### src/rtl/core/fixed_point_cosine_assert.svh
// ----------------------------------------------------------------------------
// Fixed-point cosine assertion macros
// Concurrent check macros for the cosine pipeline; empty in synthesis.
// ----------------------------------------------------------------------------
`ifndef FIXED_POINT_COSINE_ASSERT_SVH
`define FIXED_POINT_COSINE_ASSERT_SVH
`ifndef SYNTHESIS
// Same-cycle implication, disabled during reset.
`define COS_ASSERT_IMPL(lbl, ck, rn, ante, cons) \
    lbl: assert property (@(posedge ck) disable iff (!(rn)) (ante) |-> (cons)) \
        else $error("cosine pipeline check failed");
// Next-cycle implication, disabled during reset.
`define COS_ASSERT_NEXT(lbl, ck, rn, ante, cons) \
    lbl: assert property (@(posedge ck) disable iff (!(rn)) (ante) |=> (cons)) \
        else $error("cosine pipeline check failed");
`else
`define COS_ASSERT_IMPL(lbl, ck, rn, ante, cons)
`define COS_ASSERT_NEXT(lbl, ck, rn, ante, cons)
`endif
`endif

### src/rtl/core/cos_pkg.sv
// ----------------------------------------------------------------------------
// Cosine package
// Constants and the rounded unsigned multiply shared by the pipeline stages.
// ----------------------------------------------------------------------------
`timescale 1ns / 1ps

package cos_pkg;

    // 1.0 in 0.15 format.
    localparam logic [15:0] OneQ15     = 16'h8000;
    // 0.23361 in 0.16 format.
    localparam logic [15:0] LinCoefQ16 = 16'd15310;
    // 0.019531 in 0.17 format; only its high byte takes part.
    localparam logic [15:0] SqCoefQ17  = 16'd2560;
    localparam logic [7:0]  SqCoefHi   = SqCoefQ17[15:8];

    // Unsigned 0.16 product rounded to nearest, ties up, kept to 16 bits.
    function automatic logic [15:0] umul_round16(input logic [15:0] a,
                                                 input logic [15:0] b);
        logic [31:0] prod;
        logic [31:0] rnd;
        begin
            prod = {16'd0, a} * {16'd0, b};
            rnd  = prod + 32'h0000_8000;
            umul_round16 = rnd[31:16];
        end
    endfunction

endpackage

### src/rtl/core/cos_front.sv
// ----------------------------------------------------------------------------
// Cosine front end
// Folds the angle into a 0.15 fraction and squares it, in two stages.
// ----------------------------------------------------------------------------
`timescale 1ns / 1ps

module cos_front import cos_pkg::*;
(
    input  logic        clk,
    input  logic        rst_n,
    input  logic        in_valid,
    output logic        in_stall,
    input  logic [15:0] angle,
    output logic        out_valid,
    input  logic        out_stall,
    output logic [15:0] u,
    output logic        neg
);

    logic        v1_reg;
    logic [15:0] f_reg;
    logic [15:0] f_next;
    logic        neg1_reg;
    logic        v2_reg;
    logic [15:0] u_reg;
    logic [15:0] u_next;
    logic        neg2_reg;
    logic        adv1;
    logic        adv2;
    logic [1:0]  quad;
    logic [15:0] sq;

    assign adv2     = !v2_reg || !out_stall;
    assign adv1     = !v1_reg || adv2;
    assign in_stall = !adv1;

    // Odd quadrants mirror the fraction about 1.0.
    assign quad = angle[15:14];
    always_comb
    begin
        f_next = {1'b0, angle[13:0], 1'b0};
        if (quad[0])
        begin
            f_next = OneQ15 - f_next;
        end
    end

    assign sq     = umul_round16(f_reg, f_reg);
    assign u_next = {sq[14:0], 1'b0};

    always_ff @(posedge clk or negedge rst_n)
    begin
        if (!rst_n)
        begin
            v1_reg <= 1'b0;
            v2_reg <= 1'b0;
        end
        else
        begin
            if (adv1)
            begin
                v1_reg <= in_valid;
            end
            if (adv2)
            begin
                v2_reg <= v1_reg;
            end
        end
    end

    always_ff @(posedge clk)
    begin
        if (adv1 && in_valid)
        begin
            f_reg    <= f_next;
            neg1_reg <= quad[0] ^ quad[1];
        end
        if (adv2 && v1_reg)
        begin
            u_reg    <= u_next;
            neg2_reg <= neg1_reg;
        end
    end

    assign out_valid = v2_reg;
    assign u         = u_reg;
    assign neg       = neg2_reg;

endmodule

### src/rtl/core/cos_poly.sv
// ----------------------------------------------------------------------------
// Cosine polynomial
// Evaluates (1 - u) * (1 - u * (a - b * u)) over three stages.
// ----------------------------------------------------------------------------
`timescale 1ns / 1ps

module cos_poly import cos_pkg::*;
(
    input  logic        clk,
    input  logic        rst_n,
    input  logic        in_valid,
    output logic        in_stall,
    input  logic [15:0] u,
    input  logic        neg,
    output logic        out_valid,
    input  logic        out_stall,
    output logic [15:0] mag,
    output logic        out_neg
);

    logic        v3_reg;
    logic [15:0] y3_reg;
    logic [15:0] s1_reg;
    logic [15:0] u3_reg;
    logic        neg3_reg;
    logic        v4_reg;
    logic [15:0] y4_reg;
    logic [15:0] s2_reg;
    logic        neg4_reg;
    logic        v5_reg;
    logic [15:0] s3_reg;
    logic        neg5_reg;
    logic        adv3;
    logic        adv4;
    logic        adv5;
    logic [15:0] hb;
    logic [15:0] s1_next;
    logic [15:0] s2_next;
    logic [15:0] s3_next;

    assign adv5     = !v5_reg || !out_stall;
    assign adv4     = !v4_reg || adv5;
    assign adv3     = !v3_reg || adv4;
    assign in_stall = !adv3;

    // Quadratic coefficient uses the high bytes only.
    assign hb      = {8'd0, SqCoefHi} * {8'd0, u[15:8]};
    assign s1_next = LinCoefQ16 - hb;
    assign s2_next = OneQ15 - umul_round16(u3_reg, s1_reg);
    assign s3_next = umul_round16(y4_reg, s2_reg);

    always_ff @(posedge clk or negedge rst_n)
    begin
        if (!rst_n)
        begin
            v3_reg <= 1'b0;
            v4_reg <= 1'b0;
            v5_reg <= 1'b0;
        end
        else
        begin
            if (adv3)
            begin
                v3_reg <= in_valid;
            end
            if (adv4)
            begin
                v4_reg <= v3_reg;
            end
            if (adv5)
            begin
                v5_reg <= v4_reg;
            end
        end
    end

    always_ff @(posedge clk)
    begin
        if (adv3 && in_valid)
        begin
            y3_reg   <= OneQ15 - u;
            s1_reg   <= s1_next;
            u3_reg   <= u;
            neg3_reg <= neg;
        end
        if (adv4 && v3_reg)
        begin
            y4_reg   <= y3_reg;
            s2_reg   <= s2_next;
            neg4_reg <= neg3_reg;
        end
        if (adv5 && v4_reg)
        begin
            s3_reg   <= s3_next;
            neg5_reg <= neg4_reg;
        end
    end

    assign out_valid = v5_reg;
    assign mag       = s3_reg;
    assign out_neg   = neg5_reg;

endmodule

### src/rtl/core/fixed_point_cosine.sv
// Throughput: one word per cycle when not stalled; the six stages each hold a word.
// The rate is set by the stage chain: a stage loads whenever it is empty or
// the stage after it moves, so a stall at the output only backs up full stages.
// Reset (rst_n, asynchronous, active low) clears every stage valid bit only.
// ----------------------------------------------------------------------------
// Fixed-point cosine
// Cosine of a 16-bit angle (65536 units per turn), scaled by 2^14.
// ----------------------------------------------------------------------------
`timescale 1ns / 1ps

`include "fixed_point_cosine_assert.svh"

module fixed_point_cosine import cos_pkg::*;
(
    input  logic               clk,
    input  logic               rst_n,
    input  logic               angle_valid,
    output logic               angle_stall,
    input  logic [15:0]        angle,
    output logic               cosine_valid,
    input  logic               cosine_stall,
    output logic signed [15:0] cosine
);

    // Front end: stage 1 folds the angle into the first quadrant as a
    // 0.15 fraction, stage 2 squares it into u.
    logic        fr_valid;
    logic        fr_stall;
    logic [15:0] fr_u;
    logic        fr_neg;

    // Polynomial: stages 3 to 5 build the magnitude of the cosine in 0.14.
    logic        po_valid;
    logic        po_stall;
    logic [15:0] po_mag;
    logic        po_neg;

    // Stage 6 is the output register, which applies the quadrant sign.
    logic        out_valid_reg;
    logic [15:0] cosine_reg;
    logic [15:0] cosine_next;
    logic        adv6;

    cos_front u_front
    (
        .clk       (clk),
        .rst_n     (rst_n),
        .in_valid  (angle_valid),
        .in_stall  (angle_stall),
        .angle     (angle),
        .out_valid (fr_valid),
        .out_stall (fr_stall),
        .u         (fr_u),
        .neg       (fr_neg)
    );

    cos_poly u_poly
    (
        .clk       (clk),
        .rst_n     (rst_n),
        .in_valid  (fr_valid),
        .in_stall  (fr_stall),
        .u         (fr_u),
        .neg       (fr_neg),
        .out_valid (po_valid),
        .out_stall (po_stall),
        .mag       (po_mag),
        .out_neg   (po_neg)
    );

    // The output register takes a new word when it is empty or its word is
    // being taken in this cycle.
    assign adv6     = !out_valid_reg || !cosine_stall;
    assign po_stall = !adv6;

    // Quadrants 1 and 2 give a negative cosine.
    assign cosine_next = po_neg ? (~po_mag + 16'd1) : po_mag;

    always_ff @(posedge clk or negedge rst_n)
    begin
        if (!rst_n)
        begin
            out_valid_reg <= 1'b0;
        end
        else if (adv6)
        begin
            out_valid_reg <= po_valid;
        end
    end

    always_ff @(posedge clk)
    begin
        if (adv6 && po_valid)
        begin
            cosine_reg <= cosine_next;
        end
    end

    assign cosine_valid = out_valid_reg;
    assign cosine       = $signed(cosine_reg);

    // A valid cosine always lies within plus and minus one.
    `COS_ASSERT_IMPL(a_cos_high, clk, rst_n, cosine_valid, cosine <= 16'sd16384)
    `COS_ASSERT_IMPL(a_cos_low, clk, rst_n, cosine_valid, cosine >= -16'sd16384)
    // The input can only be held off when the output register is full.
    `COS_ASSERT_IMPL(a_stall_needs_full, clk, rst_n, angle_stall, cosine_valid && cosine_stall)
    // A word that is stalled at the output is not dropped.
    `COS_ASSERT_NEXT(a_out_kept, clk, rst_n, cosine_valid && cosine_stall, cosine_valid)

endmodule
### config.mk
export PLATFORM = sky130hd
export DESIGN_NAME = fixed_point_cosine
export DESIGN_NICKNAME = d
export VERILOG_FILES = /design/src/rtl/core/cos_pkg.sv /design/src/rtl/core/cos_front.sv /design/src/rtl/core/cos_poly.sv /design/src/rtl/core/fixed_point_cosine.sv
export VERILOG_INCLUDE_DIRS = /design/src /design/src/rtl/core
export SDC_FILE = /design/constraint.sdc
export NUM_CORES = 2
export LEC_CHECK = 0
export CAP_MARGIN = 20
export CORE_AREA = 3 3 280 282
export DETAILED_ROUTE_END_ITERATION = 12
export DIE_AREA = 0 0 283 285
export DONT_BUFFER_PORTS = 1
export HOLD_SLACK_MARGIN = 0.03
export PLACE_DENSITY = 0.56
export SLEW_MARGIN = 25
export SYNTH_ARGS = -nofsm -noshare
export SYNTH_HDL_FRONTEND = slang
export SYNTH_SLANG_ARGS = --single-unit
export TNS_END_PERCENT = 100
### constraint.sdc
create_clock -name clk -period 8.34 [get_ports clk]
set_clock_uncertainty 0.1 [all_clocks]
set_input_delay 0.834 -clock clk [delete_from_list [all_inputs] [get_ports clk]]
set_output_delay 0.834 -clock clk [all_outputs]
set_load 0.03 [all_outputs]
==> flow_summary_export.csv <==
group,metric,value,unit
status,status,"completed",
synth,netlist_instances,2710,
critical_path,cp-start-kind,"flop",
floorplan,ioPinCount,38,
hold_path,hp-start,"u_poly.y3_reg[8]",
floorplan,die_x,283,µm
placed_design,io_buffers,0,
synth,synthDistinctLibCells,81,
placed_design,gp_congestion,0.832,
hold_path,holdPathStages,0,
sta,setup_viol,0,
synth,synth_edf_count,139,
critical_path,r2r-start,"u_poly.s1_reg[11]",
cells_and_area,fillCellCount,7659,
grt,grt_pass1_wl,93300,µm
floorplan,die_y,285,µm
cells_and_area,layout.nets,3470,
critical_path,reg2reg_slack,0.40,ns
clocking,clock_path_buffers,2,
floorplan,start_util,0.351,
grt,grt_pass1_vias,18600,
synth,synth_flop_cell,"edfxtp_1",
hold_path,holdPathEnd,"u_poly.y4_reg[8]",
sta,rsz0062_at_grt,"no",
run,maxCapViolations,0,
sta,fin_crit,7.94,ns
cells_and_area,n_antenna_cell,0,
clocking,cts.sinks,145,
critical_path,path_max_fanout,10,
clocking,clock_latency,0.47,ns
critical_path,slowest_delay,0.58,ns
clocking,clkTransAtPathRegs,0.06,ns
drt,wl_per_cell,14.5,µm
sta,fin_crit_sh,0.952,
grt,overflow,0,
critical_path,cp_slowest_cell,"or4_4",
clocking,cts_max_level,4,
synth,syn-cell-area,0.0266,mm²
floorplan,dieArea,0.0807,mm²
synth,syn-num-nets,3510,
placed_design,dpl.hpwl,45600,µm
critical_path,worst_ep_arrival_time,8.04,ns
critical_path,cp_top_family,"adder cells",
drt,drtIter0Drc,757,
drt,viasPerCell,4.64,
critical_path,r2r-end,"u_poly.s2_reg[15]",
critical_path,worstPathRequired,8.44,ns
grt,track_usage,0.141,
sta,finalMaxSlewViolations,0,
drt,firstDrtPassIters,5,
sta,hold_violations,0,
drt,drc_errors,0,
drt,wl,54000,µm
drt,via_count,17200,
floorplan,coreArea,0.0759,mm²
synth,async_reset_ff_frac,0.0414,
critical_path,r2r_cells,25,
synth,synth_seq_area_share,0.162,
synth,avgSynthCellArea,9.82,µm²
cells_and_area,regArea,0.00432,mm²
sta,fmax,0.126,GHz
cells_and_area,syn2layout_area_growth,6.64,%
clocking,cts_buffers,17,
clocking,cts_tree,"yes",
synth,ys_ff_latch,145,
critical_path,end_kind,"flop",
clocking,cts_setup_buffers,0,
grt,grt_max_degree,33,
grt,antenna_found_initial,0,
sta,setup_tns,0,ns
cells_and_area,multi_input_area,0.0198,mm²
sta,tightest_slew,0.858,ns
floorplan,rows,101,
critical_path,crit_type,"reg2reg",
clocking,cts_root_buffer,"clkbuf_16",
critical_path,critical_path_buf_inv_count,6,
sta,relSlewSlack,0.428,
synth,yosys_warnings,0,
drt,detail-route-antenna-nets,0,
cells_and_area,drive_gt1_frac,0.0309,
hold_path,hold_path_class,"reg2reg",
-- what timing repair did --
| action | in CTS | in global routing |
|---|---|---|
| hold buffers | 1 | 0 |
| endpoints found under the hold margin | 6 | 0 |
| resized for setup | 0 | 0 |
| endpoints found under the setup margin | 0 | 0 |
-- final cells by class --
class | instances | area share
multi-input cells | 1896 | 0.696
repair buffers | 29 | 0.00846
inverters | 581 | 0.0768
clock inverters | 13 | 0.00568
clock buffers | 19 | 0.0152
well taps | 1030 | 0.0454
flip-flops and latches | 145 | 0.152
-- metal layers --
| metal | track usage | vias up | routed length, µm |
|---|---|---|---|
| met5 | 0 | - | 0 |
| met4 | 0.0318 | 0 | 869 |
| met3 | 0.0189 | 54 | 1240 |
| met2 | 0.231 | 197 | 25300 |
| met1 | 0.198 | 8602 | 26600 |
| li1 | - | 8362 | - |
-- Yosys cell counts, types with 5 or more instances --
cell / n / area [µm²]
a211oi_1: 6 / 45.0
a21o_1: 19 / 143
a21oi_1: 49 / 245
a31oi_1: 5 / 31.3
and2_1: 267 / 1670
and3_1: 6 / 37.5
buf_1: 5 / 18.8
buf_2: 8 / 40.0
clkbuf_1: 71 / 267
dfrtp_1: 6 / 150
edfxtp_1: 139 / 4170
fa_1: 460 / 9210
ha_1: 320 / 4000
inv_1: 581 / 2180
nand2_1: 308 / 1160
nand2b_1: 12 / 75.1
nand3_1: 20 / 100
nand4_1: 17 / 106
nor2_1: 61 / 229
nor2b_1: 13 / 81.3
nor3_1: 32 / 160
o21a_1: 10 / 75.1
o21ai_0: 33 / 165
o21ai_1: 5 / 25.0
o21bai_1: 9 / 67.6
o31a_1: 6 / 52.6
o31ai_1: 11 / 82.6
o41ai_1: 7 / 61.3
or2_2: 6 / 37.5
or3_1: 16 / 100
or4_1: 5 / 37.5
xnor2_1: 81 / 709
xor2_1: 37 / 324
-- cells in the final DEF, fill, tap and decap left out, drive strengths merged, types with 21 or more instances in the layout --
cell and count:
xor2 37, fa 460, xnor2 82, edfxtp 139, nor2 61, and2 268
buf 28, nor3 33, o21ai 39, nand3 21, a21oi 50, ha 320
inv 583, nand2 308
-- metrics by stage --
step	hold slack (ns)	util	area [µm²]	std cells	setup slack (ns)
3_3_place_gp	0.301	0.366	27800	3679	0.451
3_5_place_dp	0.305	0.366	27800	3680	0.377
2_1_floorplan	0.300	-	26600	2710	0.624
5_1_grt	0.310	0.374	28400	3713	0.0187
6_report	0.313	0.374	28400	3713	0.403
4_1_cts	0.310	0.374	28400	3713	0.402
-- worst max path at each step --
stage,cells after the start,from,endpoint
after floorplan,28,u_poly.u3_reg[1],u_poly.s2_reg[15]
after global placement,25,u_poly.u3_reg[1],u_poly.s2_reg[15]
after detailed placement,25,u_poly.s1_reg[11],u_poly.s2_reg[15]
after CTS,25,u_poly.s1_reg[11],u_poly.s2_reg[15]
after global routing,28,u_poly.s1_reg[11],u_poly.s2_reg[15]
final,25,u_poly.s1_reg[11],u_poly.s2_reg[15]
-- kinds of logic after synthesis --
| logic type | synth area share |
|---|---|
| buffers and inverters | 0.0955 |
| AND/OR/NAND/NOR | 0.150 |
| XOR/XNOR | 0.0403 |
| AO/OA/AOI/OAI | 0.0530 |
| adder cells (fa/ha/maj) | 0.496 |
| multiplexers | 0.00291 |
| flip-flops | 0.162 |
Power is not shown: default switching activity piles up to over one toggle a cycle in this logic, so the estimate is an artifact.
